### src/sv/prime_test_and_greatest_factor_macros.svh
// Assertion macros for the trial division block.
// Both expect clk and rst_n in scope at the point of use.
`ifndef PRIME_TEST_AND_GREATEST_FACTOR_MACROS_SVH
`define PRIME_TEST_AND_GREATEST_FACTOR_MACROS_SVH

`ifndef SYNTH
`define PTGF_ASSERT_NOW(label, ante, cons) \
  label: assert property (@(posedge clk) disable iff (!rst_n) (ante) |-> (cons)) \
    else $error("assertion failed");
`define PTGF_ASSERT_NEXT(label, ante, cons) \
  label: assert property (@(posedge clk) disable iff (!rst_n) (ante) |=> (cons)) \
    else $error("assertion failed");
`else
`define PTGF_ASSERT_NOW(label, ante, cons)
`define PTGF_ASSERT_NEXT(label, ante, cons)
`endif

`endif

### src/sv/ptgf_pkg.sv
package ptgf_pkg;

  localparam int PTGF_VALUE_BITS  = 32;
  localparam int PTGF_IN_BITS     = 32;
  localparam int PTGF_ANSWER_BITS = 32;

  localparam logic MODE_PRIME  = 1'b0;
  localparam logic MODE_FACTOR = 1'b1;

  typedef enum logic [1:0] {
    ST_IDLE,
    ST_DIV,
    ST_DECIDE
  } ptgf_state_t;

endpackage

### src/sv/prime_test_and_greatest_factor.sv
// Values below 2 are answered directly from idle; otherwise each trial divisor tried
// takes a serial divide (one restoring-division bit per cycle) and then a decision state.
// One request at a time; busy stays high while the single bit-serial divider, shared by
// all trial divisors, works through the value.
// Reset: synchronous, active low rst_n; returns to idle and drops out_valid.
// out_valid pulses for one cycle; the receiver cannot stall.
`include "prime_test_and_greatest_factor_macros.svh"

module prime_test_and_greatest_factor
  import ptgf_pkg::*;
#(
  parameter int VALUE_BITS = PTGF_VALUE_BITS
) (
  input  logic                        clk,
  input  logic                        rst_n,
  input  logic                        start,
  output logic                        busy,
  input  logic                        in_mode,
  input  logic [PTGF_IN_BITS-1:0]     in_value,
  output logic                        out_valid,
  output logic [PTGF_ANSWER_BITS-1:0] out_answer
);

  // Width that holds both the working value and the answer field.
  localparam int WIDE_BITS = (VALUE_BITS > PTGF_ANSWER_BITS) ? VALUE_BITS : PTGF_ANSWER_BITS;
  localparam int CNT_W     = $clog2(VALUE_BITS);

  ptgf_state_t state_r, state_nxt;

  // rest_r  : value still being factored (the original value in prime mode)
  // div_r   : current trial divisor
  // dvd_r   : dividend shifting out at the top, quotient shifting in at the bottom
  // rem_r   : partial remainder of the serial divide
  logic [VALUE_BITS-1:0] rest_r, rest_nxt;
  logic [VALUE_BITS-1:0] div_r, div_nxt;
  logic [VALUE_BITS-1:0] dvd_r, dvd_nxt;
  logic [VALUE_BITS-1:0] rem_r, rem_nxt;
  logic [CNT_W-1:0]      cnt_r, cnt_nxt;
  logic                  mode_r, mode_nxt;

  logic                        out_valid_r, out_valid_nxt;
  logic [PTGF_ANSWER_BITS-1:0] out_answer_r, out_answer_nxt;

  // One restoring-division step: shift in the next dividend bit, subtract if it fits.
  logic [VALUE_BITS:0] shifted;
  logic [VALUE_BITS:0] diff;
  logic                fits;

  logic [WIDE_BITS-1:0]  in_wide;
  logic [VALUE_BITS-1:0] in_num;
  logic [WIDE_BITS-1:0]  rest_wide;

  assign shifted = {rem_r, dvd_r[VALUE_BITS-1]};
  assign diff    = shifted - {1'b0, div_r};
  assign fits    = (shifted >= {1'b0, div_r});

  // Input reduced to the working width; answer taken as the low 32 bits of rest.
  assign in_wide   = WIDE_BITS'(in_value);
  assign in_num    = in_wide[VALUE_BITS-1:0];
  assign rest_wide = WIDE_BITS'(rest_r);

  always_ff @(posedge clk) begin
    if (!rst_n) begin
      state_r     <= ST_IDLE;
      out_valid_r <= 1'b0;
    end else begin
      state_r     <= state_nxt;
      out_valid_r <= out_valid_nxt;
    end
  end

  always_ff @(posedge clk) begin
    rest_r       <= rest_nxt;
    div_r        <= div_nxt;
    dvd_r        <= dvd_nxt;
    rem_r        <= rem_nxt;
    cnt_r        <= cnt_nxt;
    mode_r       <= mode_nxt;
    out_answer_r <= out_answer_nxt;
  end

  always_comb begin
    state_nxt      = state_r;
    rest_nxt       = rest_r;
    div_nxt        = div_r;
    dvd_nxt        = dvd_r;
    rem_nxt        = rem_r;
    cnt_nxt        = cnt_r;
    mode_nxt       = mode_r;
    out_valid_nxt  = 1'b0;
    out_answer_nxt = out_answer_r;

    case (state_r)
      ST_IDLE: begin
        if (start) begin
          mode_nxt = in_mode;
          rest_nxt = in_num;
          if (in_num < VALUE_BITS'(2)) begin
            // zero and one: not prime, greatest factor reported as 2
            out_valid_nxt  = 1'b1;
            out_answer_nxt = (in_mode == MODE_FACTOR) ? PTGF_ANSWER_BITS'(2)
                                                      : '0;
          end else begin
            div_nxt   = VALUE_BITS'(2);
            dvd_nxt   = in_num;
            rem_nxt   = '0;
            cnt_nxt   = CNT_W'(VALUE_BITS - 1);
            state_nxt = ST_DIV;
          end
        end
      end

      ST_DIV: begin
        dvd_nxt = {dvd_r[VALUE_BITS-2:0], fits};
        rem_nxt = fits ? diff[VALUE_BITS-1:0] : shifted[VALUE_BITS-1:0];
        cnt_nxt = cnt_r - CNT_W'(1);
        if (cnt_r == '0) begin
          state_nxt = ST_DECIDE;
        end
      end

      ST_DECIDE: begin
        // dvd_r = rest / div, rem_r = rest % div
        rem_nxt = '0;
        cnt_nxt = CNT_W'(VALUE_BITS - 1);
        if (div_r > dvd_r) begin
          // divisor past the square root: no more factors below it
          out_valid_nxt  = 1'b1;
          out_answer_nxt = (mode_r == MODE_FACTOR) ? rest_wide[PTGF_ANSWER_BITS-1:0]
                                                   : PTGF_ANSWER_BITS'(1);
          state_nxt      = ST_IDLE;
        end else if (rem_r == '0) begin
          if (mode_r == MODE_FACTOR) begin
            // divide the factor out, retry the same divisor
            rest_nxt  = dvd_r;
            dvd_nxt   = dvd_r;
            state_nxt = ST_DIV;
          end else begin
            out_valid_nxt  = 1'b1;
            out_answer_nxt = '0;
            state_nxt      = ST_IDLE;
          end
        end else begin
          div_nxt   = div_r + VALUE_BITS'(1);
          dvd_nxt   = rest_r;
          state_nxt = ST_DIV;
        end
      end

      default: begin
        state_nxt = ST_IDLE;
      end
    endcase
  end

  assign busy       = (state_r != ST_IDLE);
  assign out_valid  = out_valid_r;
  assign out_answer = out_answer_r;

  `PTGF_ASSERT_NEXT(a_accept_busy, start && !busy && (in_num >= VALUE_BITS'(2)), busy)
  `PTGF_ASSERT_NOW(a_result_idle, out_valid, !busy)
  `PTGF_ASSERT_NOW(a_prime_flag, out_valid && (mode_r == MODE_PRIME), out_answer <= PTGF_ANSWER_BITS'(1))
  `PTGF_ASSERT_NOW(a_div_min, state_r == ST_DECIDE, div_r >= VALUE_BITS'(2))
  `PTGF_ASSERT_NOW(a_rem_below, state_r == ST_DECIDE, rem_r < div_r)

endmodule

### config.mk
export PLATFORM = sky130hd
export DESIGN_NAME = prime_test_and_greatest_factor
export DESIGN_NICKNAME = d
export VERILOG_FILES = /design/src/sv/ptgf_pkg.sv /design/src/sv/prime_test_and_greatest_factor.sv
export VERILOG_INCLUDE_DIRS = /design/src /design/src/sv
export SDC_FILE = /design/constraint.sdc
export NUM_CORES = 1
export LEC_CHECK = 0
export BUFFER_PORTS_ARGS = -buffer_cell sky130_fd_sc_hd__buf_2
export CAP_MARGIN = 5
export CELL_PAD_IN_SITES_DETAIL_PLACEMENT = 1
export CELL_PAD_IN_SITES_GLOBAL_PLACEMENT = 1
export CORE_MARGIN = 1
export CORE_UTILIZATION = 53
export CTS_CLUSTER_SIZE = 14
export DETAILED_ROUTE_END_ITERATION = 12
export HOLD_SLACK_MARGIN = 0.15
export PLACE_DENSITY_LB_ADDON = 0.1
export SLEW_MARGIN = 25
export SYNTH_ARGS = -nofsm -noshare
export SYNTH_HDL_FRONTEND = slang
export SYNTH_SLANG_ARGS = --single-unit
### constraint.sdc
create_clock -name clk -period 11.98 [get_ports clk]
set_input_delay 0.599 -clock clk [delete_from_list [all_inputs] [get_ports clk]]
set_output_delay 0.599 -clock clk [all_outputs]
set_load 0.03 [all_outputs]
# Word-level counts from Yosys, hierarchy flattened
# Index checks and enable logic that the tools add are counted.
# classes
addsub,3
n_lt_le_gt_ge,3
n_eq_ne,12
muxes,43
n_reduce_logical,13
# ops
op,count
$mux W32,21
$pmux W32 S2,3
$pmux W32 S3,2
$ge A33 B32 Y1,1
$add A32 B1 Y32 const B,1
$gt A32 B32 Y1,1
$logic_not A32 Y1,1
$lt A32 B2 Y1 const B,1
$sub A32 B32 Y32,1
$reduce_and A5 Y1,4
$ne A2 B2 Y1 const B,8
$pmux W5 S3,1
$mux W2,6
$mux W5,2
$mux W1,6
$ne A3 B3 Y1 const B,2
$pmux W2 S3,1
$reduce_and A3 Y1,2
$logic_not A5 Y1,1
$sub A5 B1 Y5 const B,1
$reduce_bool A2 Y1,2
$reduce_bool A3 Y1,1
$eq A2 B1 Y1 const B,1
$eq A2 B2 Y1 const B,1
3 further kinds,3
# totals
ff_bits,169
input_bits,36
output_inout_bits,34
elab_cells,83

# Depth between registers and ports, before layout
# Gate-level depths: netlist (run 1).
# logic_depth
ltp_word,4
depth_mapped,12
ltp_nobuf,11

# Worst setup path after synthesis (run 1)
# No wires, ideal clock.
# synth_timing
path_kind,reg-to-reg
from,register div_r[25]
to,"register dvd_r[0], enable pin"
setup_time_ns,0.502
arrival_ns,5.266
required_ns,11.478
setup_slack_ns,6.212
stages_incl_launch_ff,10
path_buffers,1
period_less_slack_ns,5.768
path_cell_list,edfxtp_1 -> ha_1 -> a21o_1 -> a21o_1 -> a21oi_1 -> o21ai_0 -> a2111oi_0 -> a211oi_1 -> clkbuf_1 -> nor4_1
# synth_via
elab_chain_len,3
# synth_rtl
item,line,text
from (decl),prime_test_and_greatest_factor.sv:35,"logic [VALUE_BITS-1:0] div_r, div_nxt;"
from (signal assigned),prime_test_and_greatest_factor.sv:74,div_r <= div_nxt;
$gt A32 B32 Y1,prime_test_and_greatest_factor.sv:126,if (div_r > dvd_r) begin
$ne A2 B2 Y1 (no source line),n/a,
$reduce_and A5 Y1 (no source line),n/a,
to (signal assigned),prime_test_and_greatest_factor.sv:75,dvd_r <= dvd_nxt;
to (decl),prime_test_and_greatest_factor.sv:36,"logic [VALUE_BITS-1:0] dvd_r, dvd_nxt;"
# Every way passes these cells.
# A chain may end at the register's enable or synchronous reset.

# Worst setup path after layout (run 1)
# layout_timing
from,register div_r[12]
to,"register rem_r[0], data pin"
# layout_via
elab_chain_len,3
# layout_rtl
item,line,text
$ge A33 B32 Y1,prime_test_and_greatest_factor.sv:55,"assign fits = (shifted >= {1'b0, div_r});"
$mux W32,prime_test_and_greatest_factor.sv:115,rem_nxt = fits ? diff[VALUE_BITS-1:0] : shifted[VALUE_BITS-1:0];
$pmux W32 S3,prime_test_and_greatest_factor.sv:93,case (state_r)
to (signal assigned),prime_test_and_greatest_factor.sv:76,rem_r <= rem_nxt;
to (decl),prime_test_and_greatest_factor.sv:37,"logic [VALUE_BITS-1:0] rem_r, rem_nxt;"
# Every way passes these cells.

==> impl_metrics.ini, run 1 <==
[run_status]
outcome = completed

[global_route]
grt_max_degree = 73
grtUsageTotal = 0.3143
overflow = 0
grt_pass1_vias = 8854
grt_pass1_wl_um = 48480
antenna_found_initial = 0

[synthesis]
ys_warn_count = 0
synth-async-reset-ratio = 0
yosys.area.top_type = edfxtp_1
seq_area_frac_synth = 0.4799
synth_top_area_frac = 0.4742
yosys-top-cells-count = edfxtp_1 (166), a21oi_1 (95), inv_1 (83), nor2_1 (82), ha_1 (71)
syn_avg_cell_area_sq_um = 10.19
synth-seq-cells = 169
synth_cell_type_count = 55
netlist_instances = 1032
synthTopCellsByArea = edfxtp_1 (47%), ha_1 (8.5%), a21oi_1 (4.5%)
synth_ff_type = edfxtp_1
synth_edf_count = 166
yosysMostFrequentCell = edfxtp_1
netlist_area_sq_um = 10510
syn_nets = 1140

[layout]
finalNetCount = 1196
nFillCells = 2135
antenna_cells = 0
utilization = 0.6071
multi_input_area_sq_um = 5054
drive_gt1_frac = 0.1462
syn_to_final_growth_pct = 12.40
seq_area_sq_um = 5045

[timing]
slew_headroom = 0.2885
finalSetupViolCount = 0
worst_pin_slew_ps = 1067
tns_ps = 0
fmax_mhz = 238.3
rsz0062_at_grt = false
report.final.slew_viol_count = 0
min_period_over_period = 0.3503
hold_viol = 0
period_minus_slack_ps = 4197
clock_skew_ps = 14.09

[power]
p_leak_nw = 4.760
peakVddDrop_mv = 0.1113
finalPower_mw = 2.676
cellPowerDensity_nw_per_um2 = 226.4

[clock_network]
cts_tree = built
holdBufCountCts = 0
cts_buffers = 17
insertion_delay_ps = 450
path_clk_slew_ps = 70
clk_path_buf_depth = 2
cts_setup_buffers = 0
cts.htree.levels = 4
clock-sinks = 169
cts_root_buffer = clkbuf_16
cts-resized-gates = 0

[critical_path]
r2r_slack_ps = 7780
crit_start = div_r[12]
endpoint = rem_r[0]
cp-start-kind = flop
cp_max_fo = 25
r2r-end = rem_r[0]
worstPathArrival_ps = 4460
critical_path_class = flop to flop
r2r_start = div_r[12]
required_ps = 12240
r2r_cells = 10
endpoint_kind = flop

[die]
core_area_sq_um = 19460
pin_count = 70
die_h_um = 142.8
die_area_sq_um = 20400
initial_core_util = 0.5401
rows = 51
die_x_um = 142.8

[routing]
drt_iter0_drc = 443
drcViolationCount = 0
postRouteAntennaNets = 0
avgRoutedWirePerCell_um = 22.55
drt_first_pass_iters = 5
routed_wl_um = 30800
vias = 8608
viasPerCell = 6.302

[min_path]
hold_class = input pin to flop

[run]
maxCapViolations = 0

[placed_design]
finalWeightedCongestion = 0.8977
dpl.hpwl_um = 21600
io_buffers = 69
## worst min-delay path by stage
stage | start | cells past startpoint | slack, ps | to
6_report | in_mode | 1 | 400 | mode_r
5_1_grt | in_mode | 1 | 390 | mode_r
4_1_cts | in_mode | 1 | 380 | mode_r
3_5_place_dp | rest_r[26] | 1 | 570 | out_answer[26]
3_3_place_gp | state_r[1] | 2 | 550 | state_r[1]
2_1_floorplan | state_r[0] | 2 | 510 | state_r[0]
## power breakdown
part	internal, mW	switching [mW]	total, mW
Combinational	0.432	0.732	1.16
Clock	0.282	0.278	0.560
Sequential	0.820	0.131	0.952
Total	1.53	1.14	2.68
## layer usage
layer	share of wire	up-vias	wire (um)	track usage
met5	0	-	0	0
met4	0.027	0	818	0.1256
met3	0.053	55	1645	0.04628
met2	0.49	306	15100	0.5294
met1	0.43	4262	13240	0.4064
li1	-	3985	-	-
## worst max-delay path: stages, from the launching register on
cell and delay, ps:
edfxtp_1 410, inv_1 170, ha_1 330, a21oi_1 250, o21ai_0 190, a21o_1 200
nor3_1 480, a2111o_1 290, a21o_1 740, nand2_1 590, a211oi_1 380
## layout make-up
| cell class | instances | area share |
|---|---|---|
| clock buffers | 17 | 0.03600 |
| clock inverters | 15 | 0.01482 |
| inverters | 84 | 0.02668 |
| multi-input cells | 733 | 0.4277 |
| flip-flops and latches | 169 | 0.4269 |
| well taps | 265 | 0.02806 |
| repair buffers | 83 | 0.03981 |
## sequential cells by signal (all words and copies together) (netlist names)
signal      cells
cnt_r           5
out_answer     32
div_r          32
rest_r         32
state_r         2
dvd_r          32
out_valid       1
mode_r          1
rem_r          32
## cell usage in the layout, fill, tap and decap left out, types with 5 or more instances in the layout
master	netlist	layout
a211o_1	5	5
a211oi_1	14	13
a21o_1	28	28
a21oi_1	95	94
a22oi_1	31	31
a31oi_1	5	5
and3_1	34	34
buf_2	4	69
buf_4	0	13
clkbuf_16	0	17
clkinv_8	0	5
edfxtp_1	166	166
ha_1	71	69
inv_1	83	83
mux2_2	32	32
nand2_1	45	44
nand3_1	38	38
nand4_1	25	25
nor2_1	82	82
nor2b_1	6	6
nor3_1	24	24
nor4_1	21	20
o211ai_1	8	8
o21a_1	8	8
o21ai_0	43	43
o21bai_1	5	5
o31ai_1	9	9
or3_1	8	8
xnor2_1	42	42
xor2_1	9	9
## through the flow
| step | std cells | hold slack (ps) | setup WS, ps | instance area, sq um |
|---|---|---|---|---|
| final | 1366 | 396.6 | 7783 | 11820 |
| after CTS | 1366 | 383.5 | 7840 | 11810 |
| after floorplan | 1032 | 512.3 | 6212 | 10510 |
| after detailed placement | 1334 | 573.0 | 7849 | 11210 |
| after global placement | 1333 | 549.8 | 8028 | 11190 |
| after global routing | 1366 | 385.3 | 7466 | 11820 |
## cell families after synthesis
| kind of cell | count (synthesis) | share of synthesized area |
|---|---|---|
| flip-flops | 169 | 0.4799 |
| adder cells (fa/ha/maj) | 72 | 0.08641 |
| buffers and inverters | 130 | 0.04689 |
| AND/OR/NAND/NOR | 304 | 0.1451 |
| AO/OA/AOI/OAI | 274 | 0.1650 |
| XOR/XNOR | 51 | 0.04249 |
| multiplexers | 32 | 0.03428 |
Note: power is estimated with default switching activity, not from simulation.
==> inputs of run 2 (changes only) <==
Settings changed: ABC_AREA from default to 1, CORE_UTILIZATION 53 to 47.
Clock period 11.98 ns to 4.3 ns, I/O delays scaled along.
==> impl_metrics.ini, run 2 <==
[layout]
final_cell_mix = nand2_1 (261), inv_1 (194), nor2_1 (174)
finalNetCount = 1499
seq_area_sq_um = 5045
nFillCells = 2751
antenna_cells = 0
final_common_cell = nand2_1
drive_gt1_frac = 0.1111
syn_to_final_growth_pct = 12.39
multi_input_area_sq_um = 5011
final_cells = 1717
final_cell_area_sq_um = 12330

[timing]
min_period_over_period = 0.7260
hold_viol = 0
slew_headroom = 0.3204
finalSetupViolCount = 0
fin_hold_ws_ps = 157.5
clock_skew_ps = 13.00
fmax_mhz = 320.3
tns_ps = 0
period_minus_slack_ps = 3122
report.final.slew_viol_count = 0
worst_pin_slew_ps = 1016
rsz0062_at_grt = false

[routing]
drt_iter0_drc = 482
drcViolationCount = 0
avgRoutedWirePerCell_um = 18.81
vias = 9425
drt_first_pass_iters = 5
viasPerCell = 5.489
routed_wl_um = 32290
postRouteAntennaNets = 0

[placed_design]
io_buffers = 69
finalWeightedCongestion = 0.9071
dpl.hpwl_um = 23860
placed_cells = 1673
placed_cell_area_sq_um = 11630

[power]
p_sw_frac = 0.4938
p_leak_nw = 5.321
p_int_mw = 5.339
p_clk_frac = 0.146
power_frac_comb = 0.548
p_seq_frac = 0.306
peakVddDrop_mv = 0.5247
p_sw_mw = 5.208
cellPowerDensity_nw_per_um2 = 855.5

[clock_network]
cts_root_buffer = clkbuf_16
cts_setup_buffers = 0
path_clk_slew_ps = 80
clk_path_buf_depth = 2
cts_tree = built
cts.htree.levels = 4
cts_buffers = 17
insertion_delay_ps = 430
clock-sinks = 169

[die]
die_area_sq_um = 23950
die_h_um = 154.8
core_area_sq_um = 22780
die_x_um = 154.8
pin_count = 70
rows = 55
initial_core_util = 0.4816

[synthesis]
synthTopCellsByArea = edfxtp_1 (45%), nand2_1 (8.9%), ha_1 (8.1%)
yosys.area.top_type = edfxtp_1
synth-seq-cells = 169
ys_warn_count = 0
syn_avg_cell_area_sq_um = 8.329
synth_top_area_frac = 0.4544
yosys-top-cells-count = nand2_1 (261), inv_1 (194), nor2_1 (174), edfxtp_1 (166), o21ai_0 (112)
synth-async-reset-ratio = 0
synth_ff_type = edfxtp_1
netlist_instances = 1317
netlist_area_sq_um = 10970
yosysMostFrequentCell = nand2_1
synth_cell_type_count = 47
synth_edf_count = 166
syn_nets = 1425
seq_area_frac_synth = 0.4599

[critical_path]
r2r_cells = 11
slowest_delay_ps = 450
cp_max_fo = 43
critical_path_class = flop to flop
worstPathArrival_ps = 3300
required_ps = 4470
cp-start-kind = flop
r2r_start = div_r[24]
endpoint_kind = flop
r2r_slack_ps = 1180
crit_slowest_cell = edfxtp_1
r2r-end = rem_r[18]
cp_cell_sequence = inv_1 > ha_1 > nand2_1 > inv_1 > nand2_1 > nor4_1 > a21oi_1 > nand2_4 > inv_4 > nor2_1 > nor2_1

[min_path]
hp-start = in_value[27]
hold_class = input pin to flop
hold_path_end = rest_r[27]
whs_path_depth = 3

[global_route]
antenna_found_initial = 0
grtUsageTotal = 0.2811
grt_pass1_wl_um = 51960
grt_max_degree = 62
grt_pass1_vias = 9822
overflow = 0

[run]
maxCapViolations = 0

[run_status]
outcome = completed
run 2: power by group through the flow:
stage | Clock [mW] | Combinational, mW | Sequential (mW)
6_report | 1.54 | 5.78 | 3.23
3_5_place_dp | 0 | 5.75 | 3.25
2_1_floorplan | 0 | 4.18 | 3.16
5_1_grt | 1.61 | 6.49 | 3.31
4_1_cts | 1.56 | 5.81 | 3.22
3_3_place_gp | 0 | 5.58 | 3.21
run 2: cells by family (layout without fill, tap and decap cells):
logic type                 Yosys count  after routing  synth area share
DFF                                169            169            0.4599
adders and majority gates           72             72           0.08281
and+or+nand+nor                    555            555            0.2230
xor gates and xnor gates            26             26           0.02076
AOI/OAI and AO/OA                  258            258            0.1279
buffers and inverters              237            324           0.08566
run 2: per-stage QoR:
| stage | power (mW) | setup slack (ps) | utilization |
|---|---|---|---|
| after floorplan | 7.340 | 8.771 | - |
| after global placement | 8.791 | 1254 | 0.5105 |
| after detailed placement | 8.995 | 1174 | 0.5105 |
| after CTS | 10.60 | 1170 | 0.5412 |
| after global routing | 11.42 | 986.9 | 0.5412 |
| final | 10.55 | 1178 | 0.5412 |
run 2: worst max-delay path by stage:
stage                   start         to  slack, ps  depth (start not counted)
floorplan            div_r[7]   div_r[0]          9                         11
global placement    div_r[26]   rem_r[4]       1250                         11
detailed placement  div_r[24]  rem_r[22]       1170                         11
CTS                 div_r[24]  rem_r[18]       1170                         11
global route        div_r[24]  rem_r[20]        990                         11
finish              div_r[24]  rem_r[18]       1180                         11
run 2: routing by layer:
metal	up-vias	GRT usage	part of all wire
li1	4579	-	-
met1	4600	0.3747	0.46
met2	207	0.4777	0.48
met3	39	0.02802	0.037
met4	0	0.09712	0.024
met5	-	0	0
run 2: area by class of cell:
class / count / share of cell area
Tap cell: 313 / 0.03177
Clock buffer: 18 / 0.03481
Multi-Input combinational cell: 911 / 0.4065
Timing Repair Buffer: 92 / 0.04445
Sequential cell: 169 / 0.4092
Inverter: 200 / 0.06110
Clock inverter: 14 / 0.01218
run 2: timing repair:
item                                   4_1_cts  5_1_grt
setup endpoints to repair                    0        0
hold buffers                                12        0
gates resized for setup                      0        0
endpoints found under the hold margin       18        0
run 2: critical path: cells and delay by family, from the launching register on:
kind,cells,cell delay (ps)
DFF,1,450
buffers and inverters,3,480
and+or+nand+nor,6,1330
AOI/OAI and AO/OA,1,190
adders and majority gates,1,390
